===== config.mk =====
export PLATFORM = sky130hd
export DESIGN_NAME = gddrc_front
export DESIGN_NICKNAME = d
export VERILOG_FILES = /design/src/sv/grid_dda_ray_caster_top_macros.svh /design/src/sv/gddrc_pkg.sv /design/src/sv/gddrc_front.sv
export SDC_FILE = /design/constraint.sdc
export NUM_CORES = 1
export LEC_CHECK = 0
export ABC_AREA = 1
export BUFFER_PORTS_ARGS = -buffer_cell sky130_fd_sc_hd__buf_4
export CAP_MARGIN = 10
export CORE_MARGIN = 1.5
export CORE_UTILIZATION = 39
export CTS_CLUSTER_DIAMETER = 30
export CTS_CLUSTER_SIZE = 24
export DETAILED_ROUTE_END_ITERATION = 10
export GPL_TIMING_DRIVEN = 0
export MAX_ROUTING_LAYER = met4
export PLACE_DENSITY_LB_ADDON = 0.3
export SYNTH_ARGS = -nofsm -noshare
export SYNTH_HDL_FRONTEND = slang
export SYNTH_SLANG_ARGS = --single-unit

===== constraint.sdc =====
create_clock -name clk_i -period 2.75 [get_ports clk_i]
set_input_delay 0.1375 -clock clk_i [delete_from_list [all_inputs] [get_ports clk_i]]
set_output_delay 0.1375 -clock clk_i [all_outputs]
set_load 0.005 [all_outputs]

===== src/sv/grid_dda_ray_caster_top_macros.svh =====
// Assertion helpers for the ray caster.
`ifndef GRID_DDA_RAY_CASTER_TOP_MACROS_SVH
`define GRID_DDA_RAY_CASTER_TOP_MACROS_SVH

`ifndef SYNTH
// same-cycle implication under reset
`define GDDRC_ASSERT_NOW(label, clk, rst_n, ante, cons) \
  label: assert property (@(posedge clk) disable iff (!rst_n) (ante) |-> (cons)) \
    else $error("assertion failed");
// next-cycle implication under reset
`define GDDRC_ASSERT_NEXT(label, clk, rst_n, ante, cons) \
  label: assert property (@(posedge clk) disable iff (!rst_n) (ante) |=> (cons)) \
    else $error("assertion failed");
`else
`define GDDRC_ASSERT_NOW(label, clk, rst_n, ante, cons)
`define GDDRC_ASSERT_NEXT(label, clk, rst_n, ante, cons)
`endif

`endif


===== src/sv/gddrc_pkg.sv =====
package gddrc_pkg;

  localparam int FRAC_BITS = 16;
  localparam int MAP_BITS  = 6;
  localparam int MAP_SIZE  = 1 << MAP_BITS;
  localparam int MAP_CELLS = MAP_SIZE * MAP_SIZE;
  localparam int CELL_AW   = 2 * MAP_BITS;
  localparam int LOOP_MAX  = 2 * MAP_SIZE + 2;

  // shared divider operand widths
  localparam int DIV_NW = 40;
  localparam int DIV_DW = 34;

  localparam logic [21:0] DIST_MAX  = 22'h3FFFFF;
  localparam logic [36:0] DELTA_CAP = 37'h10_0000_0000;

  // function codes
  localparam logic FUNC_WRITE = 1'b0;
  localparam logic FUNC_CAST  = 1'b1;

  // result status codes
  localparam logic [1:0] ST_HIT   = 2'd0;
  localparam logic [1:0] ST_EDGE  = 2'd1;
  localparam logic [1:0] ST_WRITE = 2'd2;

  // configuration register indexes
  localparam logic [2:0] CFG_PLAYER_X    = 3'd0;
  localparam logic [2:0] CFG_PLAYER_Y    = 3'd1;
  localparam logic [2:0] CFG_VIEW_DIR_X  = 3'd2;
  localparam logic [2:0] CFG_VIEW_DIR_Y  = 3'd3;
  localparam logic [2:0] CFG_CAM_PLANE_X = 3'd4;
  localparam logic [2:0] CFG_CAM_PLANE_Y = 3'd5;
  localparam logic [2:0] CFG_SCREEN_W    = 3'd6;

  typedef struct packed {
    logic               func;
    logic [11:0]        column;
    logic [5:0]         cell_x;
    logic [5:0]         cell_y;
    logic               cell_wall;
  } item_t;

  typedef struct packed {
    logic [21:0]        player_x;
    logic [21:0]        player_y;
    logic signed [17:0] view_dir_x;
    logic signed [17:0] view_dir_y;
    logic signed [17:0] cam_plane_x;
    logic signed [17:0] cam_plane_y;
    logic [12:0]        screen_width;
  } cfg_t;

  typedef struct packed {
    logic              start;
    logic [DIV_NW-1:0] num;
    logic [DIV_DW-1:0] den;
  } div_req_t;

  typedef struct packed {
    logic              busy;
    logic              done;
    logic [DIV_NW-1:0] quot;
  } div_rsp_t;

endpackage


===== src/sv/gddrc_front.sv =====
module gddrc_front import gddrc_pkg::*; (
  input  logic        clk_i,
  input  logic        rst_ni,
  input  logic        start,
  output logic        busy,
  input  logic        func_i,
  input  logic [11:0] column_i,
  input  logic [5:0]  cell_x_i,
  input  logic [5:0]  cell_y_i,
  input  logic        cell_wall_i,
  input  logic        cfg_we_i,
  input  logic [2:0]  cfg_idx_i,
  input  logic [21:0] cfg_data_i,
  input  logic        clearing_i,
  input  logic        pop_i,
  output logic        item_valid_o,
  output item_t       item_o,
  output cfg_t        cfg_o
);

  item_t      fifo_q [2];
  logic       wr_ptr_q, rd_ptr_q;
  logic [1:0] count_q;
  logic       push;
  cfg_t       cfg_q;

  // hold off new words while the queue is full or the map is being cleared
  assign busy = (count_q == 2'd2) || clearing_i;
  assign push = start && !busy;

  assign item_valid_o = (count_q != 2'd0);
  assign item_o       = fifo_q[rd_ptr_q];
  assign cfg_o        = cfg_q;

  // queue pointers and fill count
  always_ff @(posedge clk_i or negedge rst_ni) begin
    if (!rst_ni) begin
      wr_ptr_q <= 1'b0;
      rd_ptr_q <= 1'b0;
      count_q  <= 2'd0;
    end else begin
      if (push) wr_ptr_q <= !wr_ptr_q;
      if (pop_i) rd_ptr_q <= !rd_ptr_q;
      if (push && !pop_i) count_q <= count_q + 2'd1;
      else if (!push && pop_i) count_q <= count_q - 2'd1;
    end
  end

  // queue payload
  always_ff @(posedge clk_i) begin
    if (push) begin
      fifo_q[wr_ptr_q] <= '{func: func_i, column: column_i, cell_x: cell_x_i,
                             cell_y: cell_y_i, cell_wall: cell_wall_i};
    end
  end

  // configuration registers
  always_ff @(posedge clk_i or negedge rst_ni) begin
    if (!rst_ni) begin
      cfg_q.player_x     <= 22'd0;
      cfg_q.player_y     <= 22'd0;
      cfg_q.view_dir_x   <= 18'sd65536;
      cfg_q.view_dir_y   <= 18'sd0;
      cfg_q.cam_plane_x  <= 18'sd0;
      cfg_q.cam_plane_y  <= 18'sd43253;
      cfg_q.screen_width <= 13'd640;
    end else if (cfg_we_i) begin
      unique case (cfg_idx_i)
        CFG_PLAYER_X:    cfg_q.player_x     <= cfg_data_i;
        CFG_PLAYER_Y:    cfg_q.player_y     <= cfg_data_i;
        CFG_VIEW_DIR_X:  cfg_q.view_dir_x   <= signed'(cfg_data_i[17:0]);
        CFG_VIEW_DIR_Y:  cfg_q.view_dir_y   <= signed'(cfg_data_i[17:0]);
        CFG_CAM_PLANE_X: cfg_q.cam_plane_x  <= signed'(cfg_data_i[17:0]);
        CFG_CAM_PLANE_Y: cfg_q.cam_plane_y  <= signed'(cfg_data_i[17:0]);
        CFG_SCREEN_W:    cfg_q.screen_width <= cfg_data_i[12:0];
        default: ;
      endcase
    end
  end

endmodule


# [After elaboration in Yosys (flattened, before gate mapping)]
# Memories as Yosys holds them, arrays and structs flattened.
# Cells that the tools add are included.
[totals] register_bits=133 ramBits=52 output_inout_bits=157 word_cells=43 mem_count=1
[classes] n_addsub=2 n_eq_ne=7 muxes=4 reduce_logical=19
[memory_table] name="fifo_q" words=2 width=26 rd=1 rd_ports_with_merged_regs=0 wr=1 line="gddrc_front.sv:21" text="item_t fifo_q [2];"
[ops] cell="$reduce_and 2->1" count=7
[ops] cell="$eq 3x3->1 const B" count=3
[ops] cell="$eq 3x2->1 const B" count=2
[ops] cell="$logic_not 1->1" count=5
[ops] cell="$mux 2" count=2
[ops] cell="$reduce_bool 2->1" count=2
[ops] cell="$eq 3x1->1 const B" count=1
[ops] cell="$logic_and 1x1->1" count=3
[ops] cell="$logic_not 3->1" count=1
[ops] cell="$add 2x1->2 const B" count=1
[ops] cell="$eq 2x2->1 const B" count=1
[ops] cell="$mux 1" count=2
[ops] cell="$sub 2x1->2 const B" count=1
[ops] cell="$logic_or 1x1->1" count=1

# [Longest topological paths before layout]
[depth] word_depth=8 depth_mapped=10 mapped_depth_nobuf=10

# [Worst setup path before layout]
# Ideal clock, no wire load.
[synth_timing] kind="register to register" start="reg count_q[0]" end="mem fifo_q[1][0] (netlist bit) (enable)" setup_ps=409 arrival_time_ps=1731 slack_ps=610 stages_incl_launch_ff=5 synth_period_minus_slack_ps=2140 cell_sequence="dfrtp_1 > inv_1 > nand2_1 > nand3_1 > nor2_1"
[synth_via] elab_chain_len=6
[synth_rtl] item="from (decl)" line="gddrc_front.sv:23" text="logic [1:0] count_q;"
[synth_rtl] item="from (signal assigned)" line="gddrc_front.sv:44" text="if (push && !pop_i) count_q <= count_q + 2'd1;"
[synth_rtl] item="from (signal assigned)" line="gddrc_front.sv:45" text="else if (!push && pop_i) count_q <= count_q - 2'd1;"
[synth_rtl] item="$eq 2x2->1" line="gddrc_front.sv:28" text="assign busy = (count_q == 2'd2) || clearing_i;"
[synth_rtl] item="$logic_or 1x1->1" line="gddrc_front.sv:28"
[synth_rtl] item="$logic_not 1->1" line="gddrc_front.sv:29" text="assign push = start && !busy;"
[synth_rtl] item="$logic_and 1x1->1" line="gddrc_front.sv:29"
[synth_rtl] item="$mux 1" line="gddrc_front.sv:51" text="if (push) begin"
[synth_rtl] item="$mux 1 (not written as such)" line="gddrc_front.sv:52" text="fifo_q[wr_ptr_q] <= '{func: func_i, column: column_i, cell_x: cell_x_i,"
[synth_rtl] item="to (decl)" line="gddrc_front.sv:21"
# No other way between the ends.

==> impl_results.md <==
- Syn Inst Count: 579
- IO Pins: 214
- Clk pin slew, worst setup/hold paths: 70 ps
- Cell mode on critical path: buf_2
- Worst-path cell chain: buf_2 -> buf_2 -> mux2_2 -> buf_4
- Mapped Avg Cell Area: 12.1 um^2
- Number of synthesized register bits: 185
- Share of flip-flops with an asynchronous set or reset: 0.719
- Arr. time, crit path: 1780 ps
- Sink Count: 185
- HPWL after DPL: 13400 um
- Worst-Margin Slew: 1050 ps
- Post-synthesis adder-cell area fraction: 0.00178
- RSZ-0062 raised after global routing: no
- Post-CTS Setup Bufs: 0
- Final setup TNS: 0 ps
- Initial detailed-routing violation count: 240
- Seq/Total Area, Yosys: 0.698
- Commonest register cell after synthesis: dfrtp_1
- Mapped Area: 7030 um^2
- Hold crit path type: input pin to register
- Die Ht: 137 um
- DRT Wirelength: 18500 um
- Hold Fails Final Rpt: 0
- VDD IR-drop max: 0.000444 V
- Rows: 48
- Nets: 922
- Post-synth EDFFs: 52
- Period utilization: 0.699
- Most area-hungry cell type in the Yosys netlist: dfrtp_1
- Library cells used by synthesis: 22
- Vias per cell: 4.77
- Required time of the critical path: 2610 ps
- Most numerous cell in the Yosys netlist: nand2_1
- Fin Clk Skew: 8.54 ps
- Filler cell count in the final layout: 1491
- Final setup fails: 0
- Core area: 17500 um^2
- Largest net degree at the start of global routing: 70
- Largest family of logic cells by synthesized area: simple AND/OR/NAND/NOR gates
- Max Cap Viol: 0
- Power per cell area: 792 nW/um^2
- Wire length per cell: 16.8 um
- Initial Util: 0.402
- Net Count, Synth: 637
- Die X: 137 um
- Synth top cells by count: nand2_1 (158), dfrtp_1 (121), o21ai_1 (78)
- CTS H-tree lvls: 4
- Setup CP Type: register to output port
- Area contributors post-synth: dfrtp_1 (43%), edfxtp_1 (22%), nand2_1 (8.4%)
- Share of layout cells above drive strength 1: 0.404
- Global-route wire length before repair: 28600 um
- Clock latency on the worst-skew pair: 420 ps
- Final core utilization: 0.575
- Total grt overflow: 0
- Slowest CP cell: mux2_2
- Fin. max-slew vios: 0
- Simple-Gate Fraction of Synth Area: 0.112
- CTS tree: yes
- Multiplexer area fraction after synthesis: 0.0416
- # DRC: 0
- Clock root cell: clkbuf_16
- CP startpoint kind: register
- Area Growth Syn to Fin: 43.0%
- Maximum clock insertion buffer count: 2
- Lkg Pwr: 4.81 nW
- DRT Pass-1 Iters: 4
- Max incr delay on CP: 370 ps
- CTS buffer count: 17
- Min cycle time layout: 1920 ps
- Vias in the first global route: 5404
- FMAX: 520 MHz
- Synth Area in XOR/XNOR: 0.00249
- Post-DRT Antenna Nets: 0
- Via count: 5260
- Initial antenna violation count: 0
- Maximum fanout along the worst path: 10
- Synthesis Warnings: 0
- Diodes inserted: 0
- Outcome: finished, final reports clean
- Synth top area share: 0.431
- GPL Wtd Cong: 0.767
- Synth Area in Compound Gates: 0.0966
- Die area: 18800 um^2
- PortBufs: 213
- Relative slew slack: 0.298
- GR Util All Layers: 0.208
- CP Capture Type: output port
## report_power, final
part	internal, mW	switching [mW]	total [mW]
combinational	1.09	0.860	1.95
sequential	3.35	0.251	3.60
clock	1.35	1.06	2.41
total	5.79	2.17	7.96
## critical path, delay by kind of cell (launching register included)
kind / cells / cell delay (ps)
multiplexers: 1 / 370
buffers and inverters: 3 / 670
flip-flops: 1 / 320
## kinds of logic after synthesis
group,after synthesis
AO/OA/AOI/OAI,111
XOR/XNOR,2
adder cells (fa/ha/maj),1
buffers and inverters,61
flip-flops,185
multiplexers,26
AND/OR/NAND/NOR,193
## repair_timing
| item | 4_1_cts | 5_1_grt |
|---|---|---|
| hold buffers | 51 | 0 |
| gates resized for setup | 0 | 0 |
| endpoints found under the hold margin | 139 | 0 |
## cell usage in the layout, fill, tap and decap left out
cell           netlist  layout
inv_6                0       4
dfrtp_1            121     121
clkinv_2             0       1
inv_4                0       1
nor2_4               1       1
nand3_1             20      20
nor2_2               1       2
nor2_1               4       3
buf_6               11      12
dfstp_2             12      12
bufinv_16            0       1
edfxtp_1            52      52
clkbuf_8             0       1
buf_16               0       1
inv_2                1       1
nand2_1            158     158
clkbuf_16            0      18
buf_4                3     215
o21ai_1             78      78
inv_1               34      34
nand2_2              6       6
nand4_1              2       2
xor2_1               1       1
xnor2_1              1       1
clkinvlp_4           0       3
clkinv_4             0       1
buf_2               12      12
o21ai_2             33      33
clkbuf_1             0       1
clkbuf_4             0       1
buf_8                0       1
ha_1                 1       1
dlygate4sd3_1        0      51
nand2_4              1       1
mux2_2              26      26
## final timing paths
path / from / end / slack [ps] / depth (start not counted)
setup reg to reg: count_q[0] / fifo_q[0][12] / 900 / 4
hold reg to reg: cfg_o[59] / cfg_o[59] / 470 / 2
setup / recovery: rd_ptr_q / item_o[5] / 830 / 4
hold / removal: clearing_i / wr_ptr_q / 30 / 4
min in group asynchronous: rst_ni / cfg_o[109] / 270 / 2
max in group asynchronous: rst_ni / cfg_o[9] / 1680 / 3
## final cells by class
cell class	instances	area, um^2	share of cell area
plain buffers	26	206	0.0205
clock buffers	21	475	0.0473
clock inverters	11	108	0.0107
inverters	35	131	0.0131
multi-input cells	333	1790	0.178
flip-flops and latches	185	4900	0.488
well taps	225	282	0.0280
repair buffers	266	2160	0.214
## registers in the layout, summed over array words and instances, names as in the netlist
signal,cells
cfg_o,129
count_q,2
fifo_q,52
rd_ptr_q,1
wr_ptr_q,1
## routing by layer
layer	vias to the layer above	share of wire	wire [um]	track usage
met3	20	0.081	1500	0.0659
met4	0	0.012	227	0.0561
met1	2546	0.44	8180	0.263
li1	2518	-	-	-
met5	-	0	0	-
met2	176	0.47	8630	0.325
## through the flow
stage          std cells  setup WS [ps]  hold WS, ps  power, mW  cell area (um^2)
6_report            1102            828         29.3       7.96             10100
5_1_grt             1102            716         31.8       8.37             10100
4_1_cts             1102            792         5.16       8.04             10100
3_5_place_dp        1019            884          172       5.56              8960
3_3_place_gp        1017           7.88          322       5.50              8910
2_1_floorplan        579            610         -158       4.40              7030
Power figures use the tool's default switching activity.
