`src/sv/grid_dda_ray_caster_top_macros.svh`:
```
// Assertion helpers for the ray caster.
`ifndef GRID_DDA_RAY_CASTER_TOP_MACROS_SVH
`define GRID_DDA_RAY_CASTER_TOP_MACROS_SVH

`ifndef SYNTH
// same-cycle implication under reset
`define GDDRC_ASSERT_NOW(label, clk, rst_n, ante, cons) \
  label: assert property (@(posedge clk) disable iff (!rst_n) (ante) |-> (cons)) \
    else $error("assertion failed");
// next-cycle implication under reset
`define GDDRC_ASSERT_NEXT(label, clk, rst_n, ante, cons) \
  label: assert property (@(posedge clk) disable iff (!rst_n) (ante) |=> (cons)) \
    else $error("assertion failed");
`else
`define GDDRC_ASSERT_NOW(label, clk, rst_n, ante, cons)
`define GDDRC_ASSERT_NEXT(label, clk, rst_n, ante, cons)
`endif

`endif

```
`src/sv/gddrc_pkg.sv`:
```
package gddrc_pkg;

  localparam int FRAC_BITS = 16;
  localparam int MAP_BITS  = 6;
  localparam int MAP_SIZE  = 1 << MAP_BITS;
  localparam int MAP_CELLS = MAP_SIZE * MAP_SIZE;
  localparam int CELL_AW   = 2 * MAP_BITS;
  localparam int LOOP_MAX  = 2 * MAP_SIZE + 2;

  // shared divider operand widths
  localparam int DIV_NW = 40;
  localparam int DIV_DW = 34;

  localparam logic [21:0] DIST_MAX  = 22'h3FFFFF;
  localparam logic [36:0] DELTA_CAP = 37'h10_0000_0000;

  // function codes
  localparam logic FUNC_WRITE = 1'b0;
  localparam logic FUNC_CAST  = 1'b1;

  // result status codes
  localparam logic [1:0] ST_HIT   = 2'd0;
  localparam logic [1:0] ST_EDGE  = 2'd1;
  localparam logic [1:0] ST_WRITE = 2'd2;

  // configuration register indexes
  localparam logic [2:0] CFG_PLAYER_X    = 3'd0;
  localparam logic [2:0] CFG_PLAYER_Y    = 3'd1;
  localparam logic [2:0] CFG_VIEW_DIR_X  = 3'd2;
  localparam logic [2:0] CFG_VIEW_DIR_Y  = 3'd3;
  localparam logic [2:0] CFG_CAM_PLANE_X = 3'd4;
  localparam logic [2:0] CFG_CAM_PLANE_Y = 3'd5;
  localparam logic [2:0] CFG_SCREEN_W    = 3'd6;

  typedef struct packed {
    logic               func;
    logic [11:0]        column;
    logic [5:0]         cell_x;
    logic [5:0]         cell_y;
    logic               cell_wall;
  } item_t;

  typedef struct packed {
    logic [21:0]        player_x;
    logic [21:0]        player_y;
    logic signed [17:0] view_dir_x;
    logic signed [17:0] view_dir_y;
    logic signed [17:0] cam_plane_x;
    logic signed [17:0] cam_plane_y;
    logic [12:0]        screen_width;
  } cfg_t;

  typedef struct packed {
    logic              start;
    logic [DIV_NW-1:0] num;
    logic [DIV_DW-1:0] den;
  } div_req_t;

  typedef struct packed {
    logic              busy;
    logic              done;
    logic [DIV_NW-1:0] quot;
  } div_rsp_t;

endpackage

```
`src/sv/gddrc_div.sv`:
```
module gddrc_div import gddrc_pkg::*; (
  input  logic     clk_i,
  input  logic     rst_ni,
  input  div_req_t req_i,
  output div_rsp_t rsp_o
);

  logic              busy_q, done_q;
  logic [5:0]        cnt_q;
  logic [DIV_DW-1:0] rem_q, den_q;
  logic [DIV_NW-1:0] quo_q;
  logic [DIV_DW:0]   trial;
  logic              fits;

  // one restoring step per cycle
  assign trial = {rem_q, quo_q[DIV_NW-1]};
  assign fits  = trial >= {1'b0, den_q};

  assign rsp_o = '{busy: busy_q, done: done_q, quot: quo_q};

  always_ff @(posedge clk_i or negedge rst_ni) begin
    if (!rst_ni) begin
      busy_q <= 1'b0;
      done_q <= 1'b0;
      cnt_q  <= '0;
    end else begin
      done_q <= 1'b0;
      if (req_i.start && !busy_q) begin
        busy_q <= 1'b1;
        cnt_q  <= '0;
      end else if (busy_q) begin
        cnt_q <= cnt_q + 6'd1;
        if (cnt_q == 6'(DIV_NW - 1)) begin
          busy_q <= 1'b0;
          done_q <= 1'b1;
        end
      end
    end
  end

  // remainder and quotient shift
  always_ff @(posedge clk_i) begin
    if (req_i.start && !busy_q) begin
      rem_q <= '0;
      quo_q <= req_i.num;
      den_q <= req_i.den;
    end else if (busy_q) begin
      rem_q <= fits ? DIV_DW'(trial - {1'b0, den_q}) : trial[DIV_DW-1:0];
      quo_q <= {quo_q[DIV_NW-2:0], fits};
    end
  end

endmodule

```
`config.mk`:
```
export PLATFORM = sky130hd
export DESIGN_NAME = gddrc_div
export DESIGN_NICKNAME = d
export VERILOG_FILES = /design/src/sv/grid_dda_ray_caster_top_macros.svh /design/src/sv/gddrc_pkg.sv /design/src/sv/gddrc_div.sv
export SDC_FILE = /design/constraint.sdc
export NUM_CORES = 1
export LEC_CHECK = 0
export BUFFER_PORTS_ARGS = -buffer_cell sky130_fd_sc_hd__buf_2
export CAP_MARGIN = 10
export CORE_AREA = 2 2 118 120
export DETAILED_ROUTE_END_ITERATION = 12
export DIE_AREA = 0 0 120 122
export MAX_ROUTING_LAYER = met4
export PLACE_DENSITY = 0.72
export SYNTH_ARGS = -nofsm -noshare
export SYNTH_HDL_FRONTEND = slang
export SYNTH_SLANG_ARGS = --single-unit
export TNS_END_PERCENT = 1
```
`constraint.sdc`:
```
create_clock -name clk_i -period 3.5 [get_ports clk_i]
set_clock_uncertainty 0.2 [all_clocks]
set_input_delay 1.05 -clock clk_i [delete_from_list [all_inputs] [get_ports clk_i]]
set_output_delay 1.05 -clock clk_i [all_outputs]
set_load 0.005 [all_outputs]
```
# Word level (Yosys, flattened, before mapping)
# Index checks and enable logic that the tools add are counted.
[classes] reduce_logical=3 eq_ne=1 add_sub_neg=2 muxes=11 order_cmp=1
[ops] cell="two-way mux 40 bit" n=2
[ops] cell=">= comparator 35 x 34 -> 1 bit" n=1
[ops] cell="two-way mux 34 bit" n=1
[ops] cell="subtractor 34 bit" n=1
[ops] cell="two-way mux 6 bit" n=2
[ops] cell="adder 6 x 1 -> 6 bit (second input constant)" n=1
[ops] cell="== test 6 bit (second input constant)" n=1
[ops] cell="two-way mux 1 bit" n=6
[ops] cell="nonzero test 2 bit" n=1
[ops] cell="logical AND 1 bit" n=1
[ops] cell="logical NOT 1 bit" n=1
[word_totals] ff_bits=116 inputBits=77 out_inout_bits=42 elab_cells=24

# Longest topological paths before layout
# Gate-level depths: netlist of run 1.
[depth] depth_word=4 ltp_mapped=15 mapped_depth_nobuf=13

# Least setup slack after synthesis of run 1
# No wires, ideal clock.
[synth_path] path_kind="input-to-reg" from="input port req_i[74] (netlist name)" to="register den_q[0], enable pin" setup_ns=0.412 cell_stages=4 n_path_buf=2 setup_slack_ns=0.393 arrival_time_ns=2.495 t_required_ns=2.888 path_cell_list="nand2b_1 -> clkbuf_1 -> inv_1 -> clkbuf_1"
[synth_between] elab_chain_cells=1
[synth_lines] item="from (decl)" line="gddrc_div.sv:4" source="input div_req_t req_i,"
[synth_lines] item="logical AND 1 bit" line="gddrc_div.sv:43" source="if (req_i.start && !busy_q) begin"
[synth_lines] item="to (signal assigned)" line="gddrc_div.sv:46" source="den_q <= req_i.den;"
[synth_lines] item="to (decl)" line="gddrc_div.sv:10" source="logic [DIV_DW-1:0] rem_q, den_q;"
# No other way between the ends.
# A chain may end at the register's enable or synchronous reset.

# Worst setup path after layout of run 1
[layout_path] from="register den_q[5]" to="register rem_q[15]"
[layout_between] elab_chain_cells=2 word_cells_on_any_way=3 classes_between="1 x add/sub; 1 x order compare; 1 x mux"
[layout_lines] item="subtractor 34 bit or >= comparator 35 x 34 -> 1 bit (tied branches)" line="gddrc_div.sv:48, gddrc_div.sv:17"
[layout_lines] item="two-way mux 34 bit (*)" line="gddrc_div.sv:48" source="rem_q <= fits ? DIV_DW'(trial - {1'b0, den_q}) : trial[DIV_DW-1:0];"
[layout_lines] item="to (signal assigned)" line="gddrc_div.sv:48"
[layout_lines] item="to (decl)" line="gddrc_div.sv:10"
# Mark *: on every way between the ends. The rest lies on a longest branch, timed or not.

==> flow_summary.ini, run 1 <==
[power_and_ir_drop]
power_density_nw_per_um2 = 1010
p_leak_nw = 3.72
ir_worst_vdd_uv = 465
total_power_mw = 7.94

[placement]
dp_hpwl_um = 11000
place_area_um2 = 7280
post-place-ws_ps = 118
gp_congestion = 0.948
numPortBuffers = 118

[grt]
antenna_found_initial = 0
grt_start_max_net_pins = 44
grt_remaining_overflow = 0
track_usage_pct = 22.2
grt_pass1_vias = 5313
grt_pass1_wl_um = 24900

[cts]
clk_latency_ps = 420
clk_pin_slew_ps = 50
cts.sinks = 116
h-tree-depth = 4
cts_tree = yes
cts_root_buf = clkbuf_16
ctsHoldBuffers = 0
clockBufferDepth = 2
ctsResizeCount = 0
tritoncts.num_buffers = 17
postCtsSetupBuffers = 0

[detailed_routing]
antenna_left = 0
post_drt_wl_per_cell_um = 15.3
drtIter0Drc = 346
drc = 0
detailedRoute.firstPassIterationCount = 4
vias = 5281
vias_per_cell = 5.30
wl_um = 15200

[worst_setup_path]
arrival_ps = 3330
reg2regPathDepth = 10
startpoint_type = flip-flop
worstPathRequired_ps = 3610
critical_path_class = flip-flop to flip-flop
crit_fanout = 24
end_kind = flip-flop

[timing]
setup_slack_ps = 275
post-route-min-period_ps = 3220
max_freq_ghz = 0.310
maxSlewHeadroom_pct = 66.7
final_max_slew_viol_count = 0
rsz0062_at_grt = no
fin_setup_tns_ps = 0
setup_viol_count_final = 0
finalCritPeriodShare_pct = 92.1
hold_viol = 0
worst_pin_slew_ps = 500

[synthesis]
synth.avg_cell_area_um2 = 9.46
synth-compound-area-share_pct = 18.4
syn_nets = 802
synth.area.mux_share_pct = 1.84
synthXorXnorAreaFrac_pct = 4.03
synth_simple_gate_area_share_pct = 15.6
synthArstFlopShare_pct = 6.90
yosys.area_share.adder_pct = 7.03
ys_warn_count = 0
synth_area_um2 = 6520
ys_seq_area_share_pct = 47.6
synth_ff_type = edfxtp_1
netlist_instances = 689
ys_ff_latch = 116
synth_edf_count = 74
synth_top_family_by_area = compound AO/OA/AOI/OAI gates
synthDistinctLibCells = 54

[final_layout]
design_area_um2 = 7860
area_growth_pct = 20.5
fin_util_pct = 58.2
final_nets = 917
layout-drive-gt1-share_pct = 21.4
final.fill_count = 1171
final_common_cell = nand2_1
final_cell_mix = nand2_1 (166), buf_2 (118), edfxtp_1 (74), inv_1 (45), o21ai_0 (42)
num_antenna_cells = 0

[min_path]
hp-class = input port to asynchronous set/reset pin

[die]
rows = 43
ios = 119
dieArea_um2 = 14600
fp.dieW_um = 120
core-area_um2 = 13500
initial_core_util_pct = 48.3
die_h_um = 122

[run]
max_cap_viol_count = 0

[run_status]
status = finished clean
## sequential cells by signal, indices dropped and copies added, names as in the netlist
register  flops
rem_q        34
cnt_q         6
quo_q        40
done_q        1
busy_q        1
den_q        34
## critical path: stages, from the launching register on
cell and delay (ps):
edfxtp_1 360, inv_1 60, ha_1 260, or2_2 310, a21oi_1 200, a31o_1 160, o21ai_0 150, a31oi_1 430
o21ba_4 410, mux2_2 380, a22o_1 170
## synth_stat cells, drive strengths merged, types with 6 or more instances
library cell | n | share of area (%)
a21o | 23 | 2.6
a32oi | 7 | 0.94
edfxtp | 74 | 34
ha | 35 | 6.7
nand2 | 167 | 9.7
xor2 | 16 | 2.2
xnor2 | 14 | 1.9
nand2b | 6 | 0.58
a31oi | 8 | 0.77
buf | 14 | 1.6
o21ai | 42 | 3.2
dfxtp | 34 | 10
dfrtp | 8 | 3.1
a21oi | 40 | 3.1
mux2i | 6 | 0.92
inv | 46 | 2.6
clkbuf | 22 | 1.3
a22o | 27 | 3.6
nor2 | 16 | 0.92
nand3 | 15 | 1.2
nand4 | 7 | 0.67
## metal layers
layer,wire length [um],GRT usage (%),up-vias
met5,0,-,-
met4,244,8.09,0
met3,839,5.85,21
met2,7230,36.3,139
met1,6920,26.6,2445
li1,-,-,2676
## kinds of logic after synthesis
kind of cell	Yosys count
xor+xnor	30
simple gates	234
fa+ha+maj	36
buf+inv	82
compound gates	180
mux	11
flops	116
## per-stage QoR
stage / hold WS [ps] / cells
floorplan: 252 / 689
global placement: 271 / 965
detailed placement: 286 / 965
CTS: 249 / 997
global route: 255 / 997
finish: 259 / 997
## cell type report
cell class | instances | area (um^2) | share of cell area (%)
timing repair buffer | 132 | 721 | 9.17
clock buffer | 19 | 433 | 5.51
multi-input combinational | 491 | 3070 | 39.0
inverter | 46 | 173 | 2.20
tap | 180 | 225 | 2.87
clock inverter | 13 | 134 | 1.70
sequential | 116 | 3100 | 39.5
## worst paths after layout
kind | startpoint | endpoint | slack [ps]
worst max-delay path | den_q[5] | rem_q[15] | 280
worst min-delay path | rst_ni | cnt_q[2] | 260
worst max register to register | den_q[5] | rem_q[15] | 280
worst min register to register | cnt_q[5] | cnt_q[5] | 300
max in group asynchronous | rst_ni | cnt_q[1] | 2680
min in group clk_i | cnt_q[5] | cnt_q[5] | 300
## report_power, final
part           leakage [nW]  internal, mW  total (mW)  switching (mW)
registers              1.12          2.11        2.49           0.371
clock network         0.275          1.04        1.67           0.624
logic                  2.33          1.77        3.78            2.01
Note: power is estimated with default switching activity, not from simulation.
==> run 2: changes to the inputs <==
- CORE_AREA: 2 2 118 120 -> 2 2 131 133
- DIE_AREA: 0 0 120 122 -> 0 0 133 135
- PLACE_DENSITY: 0.72 -> 0.61
==> run 2 against run 1 <==
  * Global-route usage decreased by 3.3 points
  * Highest routed layer unchanged
  * Critical path type unchanged
  * Die area increased by 23%
  * Via count about the same
==> flow_summary.ini, run 2 (synthesis gave the netlist of run 1 again) <==
[cts]
cts.sinks = 116
postCtsSetupBuffers = 0
cts_tree = yes
tritoncts.num_buffers = 17
cts_root_buf = clkbuf_16
ctsHoldBuffers = 0
h-tree-depth = 4
clockBufferDepth = 2
clk_pin_slew_ps = 60
clk_latency_ps = 420

[worst_setup_path]
r2r_start = den_q[5]
worstSetupStartpoint = den_q[5]
reg2regPathDepth = 11
critical_path_class = flip-flop to flip-flop
end_kind = flip-flop
crit_end = rem_q[24]
crit_fanout = 21
startpoint_type = flip-flop
timing.rr.end = rem_q[24]
r2r_slack_ps = 320
worstPathRequired_ps = 3600
arrival_ps = 3280

[run]
max_cap_viol_count = 0

[detailed_routing]
antenna_left = 0
post_drt_wl_per_cell_um = 15.1
drc = 0
vias = 5282
detailedRoute.firstPassIterationCount = 4
drtIter0Drc = 380
vias_per_cell = 5.09
wl_um = 15700

[final_layout]
final_nets = 917
top_register = quo_q
fin_util_pct = 48.4
area_growth_pct = 21.7
design_area_um2 = 7930
final_cell_mix = nand2_1 (166), buf_2 (118), edfxtp_1 (74), inv_1 (45), o21ai_0 (42)
reg.largest.list = quo_q x40, den_q x34, rem_q x34
final.fill_count = 1562
largest_reg_flops = 40
layout-drive-gt1-share_pct = 21.5
final_common_cell = nand2_1

[placement]
dp_hpwl_um = 11200
place_area_um2 = 7320
gp_congestion = 0.832
numPortBuffers = 118
post-place-ws_ps = 183

[grt]
antenna_found_initial = 1
met2_usage_pct = 27.9
grt.met3_usage_pct = 4.17
grt_remaining_overflow = 0
track_usage_pct = 18.9
grt_pass1_wl_um = 25900
grt_pass1_vias = 5256
grt_busiest_layer = met2
met1_usage_pct = 24.9
grt_start_max_net_pins = 46

[timing]
post-route-min-period_ps = 3180
final_max_slew_viol_count = 0
max_freq_ghz = 0.315
finalCritPeriodShare_pct = 90.8
setup_viol_count_final = 0
rsz0062_at_grt = no
hold_viol = 0
maxSlewHeadroom_pct = 63.5
worst_pin_slew_ps = 548
setup_slack_ps = 320
fin_setup_tns_ps = 0

[die]
rows = 47
initial_core_util_pct = 39.7
die_h_um = 135
dieArea_um2 = 18000
ios = 119
fp.dieW_um = 133
core-area_um2 = 16400

[min_path]
hp-class = input port to asynchronous set/reset pin

[power_and_ir_drop]
ir_worst_vdd_uv = 464
power_density_nw_per_um2 = 1010
p_leak_nw = 3.72

[run_status]
status = finished clean
-- run 2: critical path, cell delays in order, from the launching register on --
cell and delay (ps):
edfxtp_1 370, inv_1 70, ha_1 260, or2_2 310
a21oi_1 190, a31o_1 170, o21ai_0 150, a31oi_1 400
o21ba_4 380, buf_4 240, nand2b_1 210, o21ai_0 110
-- run 2: final cells by class --
type | instances | area (um^2) | share of cell area, %
Sequential cell | 116 | 3100 | 39.1
Multi-Input combinational cell | 491 | 3070 | 38.7
Timing Repair Buffer | 132 | 708 | 8.93
Clock buffer | 17 | 425 | 5.36
Tap cell | 220 | 275 | 3.47
Clock inverter | 15 | 180 | 2.27
Inverter | 46 | 173 | 2.18
Antenna cell | 1 | 2.50 | 0.0315
-- run 2: report_power, final --
| group | switching, mW | leakage (nW) | internal (mW) |
|---|---|---|---|
| registers | 0.374 | 1.12 | 2.11 |
| logic | 1.99 | 2.32 | 1.76 |
| clock network | 0.670 | 0.282 | 1.12 |
| total | 3.04 | 3.72 | 4.99 |
-- run 2: what timing repair did --
| action | CTS | global route |
|---|---|---|
| setup endpoints to repair | 0 | 19 |
| hold endpoints to repair | 0 | 0 |
| resized for setup | 0 | 1 |
-- run 2: worst min-delay path by stage --
stage                to  cells past startpoint
6_report       cnt_q[5]                      1
5_1_grt        cnt_q[5]                      1
4_1_cts        cnt_q[5]                      1
3_5_place_dp   cnt_q[5]                      1
3_3_place_gp   cnt_q[5]                      1
2_1_floorplan  cnt_q[5]                      1
-- run 2: through the flow --
stage	hold slack [ps]	cells	power [mW]
6_report	262	1038	8.03
5_1_grt	255	1038	8.68
3_5_place_dp	276	1005	6.23
3_3_place_gp	275	1005	6.20
2_1_floorplan	252	689	5.26
4_1_cts	247	1037	8.06
-- run 2: metal layers --
metal,routed length [um],vias to the layer above
li1,-,2682
met4,326,0
met1,7610,2434
met3,826,26
met2,6920,140
met5,0,-
==> run 3: changes to the inputs <==
- CELL_PAD_IN_SITES_DETAIL_PLACEMENT: not set -> 2
- CELL_PAD_IN_SITES_GLOBAL_PLACEMENT: not set -> 2
- CORE_AREA: 2 2 131 133 -> 2 2 140 142
- DIE_AREA: 0 0 133 135 -> 0 0 142 144
- PLACE_DENSITY: 0.61 -> not set
- PLACE_DENSITY_LB_ADDON: not set -> 0.1
==> run 3 against run 2 <==
  * Core utilization decreased by 6.5 points
  * Combinational power increased by 6.4%
  * Critical path depth decreased by 1
  * Via count increased by 5.2%
  * Worst setup slack got worse by 55 ps
  * Largest cell class unchanged
  * Highest routed layer unchanged
==> flow_summary.ini, run 3 (synthesis gave the netlist of run 1 again) <==
[min_path]
hp-class = input port to asynchronous set/reset pin

[die]
rows = 51
fp.dieW_um = 142
initial_core_util_pct = 34.2
die_h_um = 144
dieArea_um2 = 20400
core-area_um2 = 19100
ios = 119

[detailed_routing]
antenna_left = 0
top_layer = met4
wl_met3_um = 896
post_drt_wl_per_cell_um = 18.1
vias = 5555
met1_length_um = 8810
wl_met2_um = 9300
vias_per_cell = 5.24
drtIter0Drc = 245
drc = 0
wl_um = 19300
detailedRoute.firstPassIterationCount = 4

[placement]
place_inst = 1027
numPortBuffers = 118
dp_hpwl_um = 14100
gp_congestion = 0.821

[final_layout]
final_nets = 921
multi_input_area_um2 = 3090
regArea_um2 = 3100
layoutNonFillerInstCount = 1061
area_growth_pct = 22.6
final_common_cell = nand2_1
fin_util_pct = 41.9
largest_reg_flops = 40
final_cell_mix = nand2_1 (166), buf_2 (118), edfxtp_1 (74), inv_1 (45), o21ai_0 (42)
reg.largest.list = quo_q x40, den_q x34, rem_q x34
final.fill_count = 2100
top_register = quo_q
layout-drive-gt1-share_pct = 22.4

[timing]
hold_viol = 0
finalCritPeriodShare_pct = 92.4
fin_setup_tns_ps = 0
post-route-min-period_ps = 3240
worst_pin_slew_ps = 823
rsz0062_at_grt = no
maxSlewHeadroom_pct = 45.1
final_max_slew_viol_count = 0
max_freq_ghz = 0.309
setup_viol_count_final = 0

[worst_setup_path]
worstPathRequired_ps = 3570
r2r_start = rem_q[19]
arrival_ps = 3310
end_kind = flip-flop
r2r_slack_ps = 260
timing.rr.end = rem_q[26]
reg2regPathDepth = 10
critical_path_class = flip-flop to flip-flop
startpoint_type = flip-flop
crit_fanout = 18
worstSetupStartpoint = rem_q[19]

[cts]
clk_pin_slew_ps = 60
cts_root_buf = clkbuf_16
tritoncts.num_buffers = 17
cts_tree = yes
cts.sinks = 116
clk_latency_ps = 430
postCtsSetupBuffers = 0
clockBufferDepth = 2
h-tree-depth = 4

[grt]
track_usage_pct = 20.3
antenna_found_initial = 2
grt_remaining_overflow = 0
grt_pass1_vias = 6209
grt_start_max_net_pins = 44
grt_pass1_wl_um = 31600

[power_and_ir_drop]
ir_worst_vdd_uv = 440
power_density_nw_per_um2 = 1030
p_leak_nw = 3.73

[run_status]
status = finished clean

[run]
max_cap_viol_count = 0
## run 3: changes by cell type in the layout (fill, tap and decap cells not counted), sizes merged
cell / delta
buf: +4
bufinv: -2
clkbuf: +1
clkinv: +1
diode: +1
## run 3: power by group
part	internal, mW	leakage (nW)	switching [mW]
logic	1.82	2.35	2.17
registers	2.11	1.12	0.406
clock network	0.981	0.261	0.700
## run 3: through the flow
stage | worst slack (ps) | hold slack [ps] | total power, mW | instance area (um^2)
6_report | 265 | 261 | 8.19 | 7990
5_1_grt | 55.1 | 249 | 8.91 | 7990
4_1_cts | 56.8 | 246 | 8.27 | 7960
3_5_place_dp | 86.0 | 294 | 6.51 | 7400
3_3_place_gp | 226 | 274 | 6.32 | 7400
2_1_floorplan | 393 | 252 | 5.26 | 6520
## run 3: final cells by class
cell class / instances / share of cell area [%]
Inverter: 46 / 2.16
Multi-Input combinational cell: 491 / 38.6
Tap cell: 238 / 3.73
Clock buffer: 18 / 5.37
Timing Repair Buffer: 136 / 9.56
Clock inverter: 14 / 1.63
Sequential cell: 116 / 38.8
Antenna cell: 2 / 0.0627
## run 3: repair_timing
item,in CTS,in global routing
endpoints found under the hold margin,0,0
endpoints found under the setup margin,0,17
hold buffers,0,0
gates resized for setup,0,4
## run 3: metal layers
layer	global-route usage (%)	vias to the layer above
met4	6.11	0
met3	5.17	18
li1	-	2689
met1	24.5	2735
met5	-	-
met2	33.8	113
## run 3: how the worst max path moves through the flow
stage          cells after the start        end
6_report                          10  rem_q[26]
5_1_grt                           11  rem_q[28]
4_1_cts                           11  rem_q[26]
3_5_place_dp                      11  rem_q[26]
3_3_place_gp                      11  rem_q[26]
2_1_floorplan                      4   den_q[0]
## run 3: worst max-delay path, stage by stage (launching register included)
cell and delay (ps):
dfxtp_1 340, ha_1 390, a21o_1 240, a21o_1 190
a21o_1 210, a211o_1 310, a31oi_2 260, o21ba_4 320
buf_4 290, mux2i_1 250, a21oi_1 90
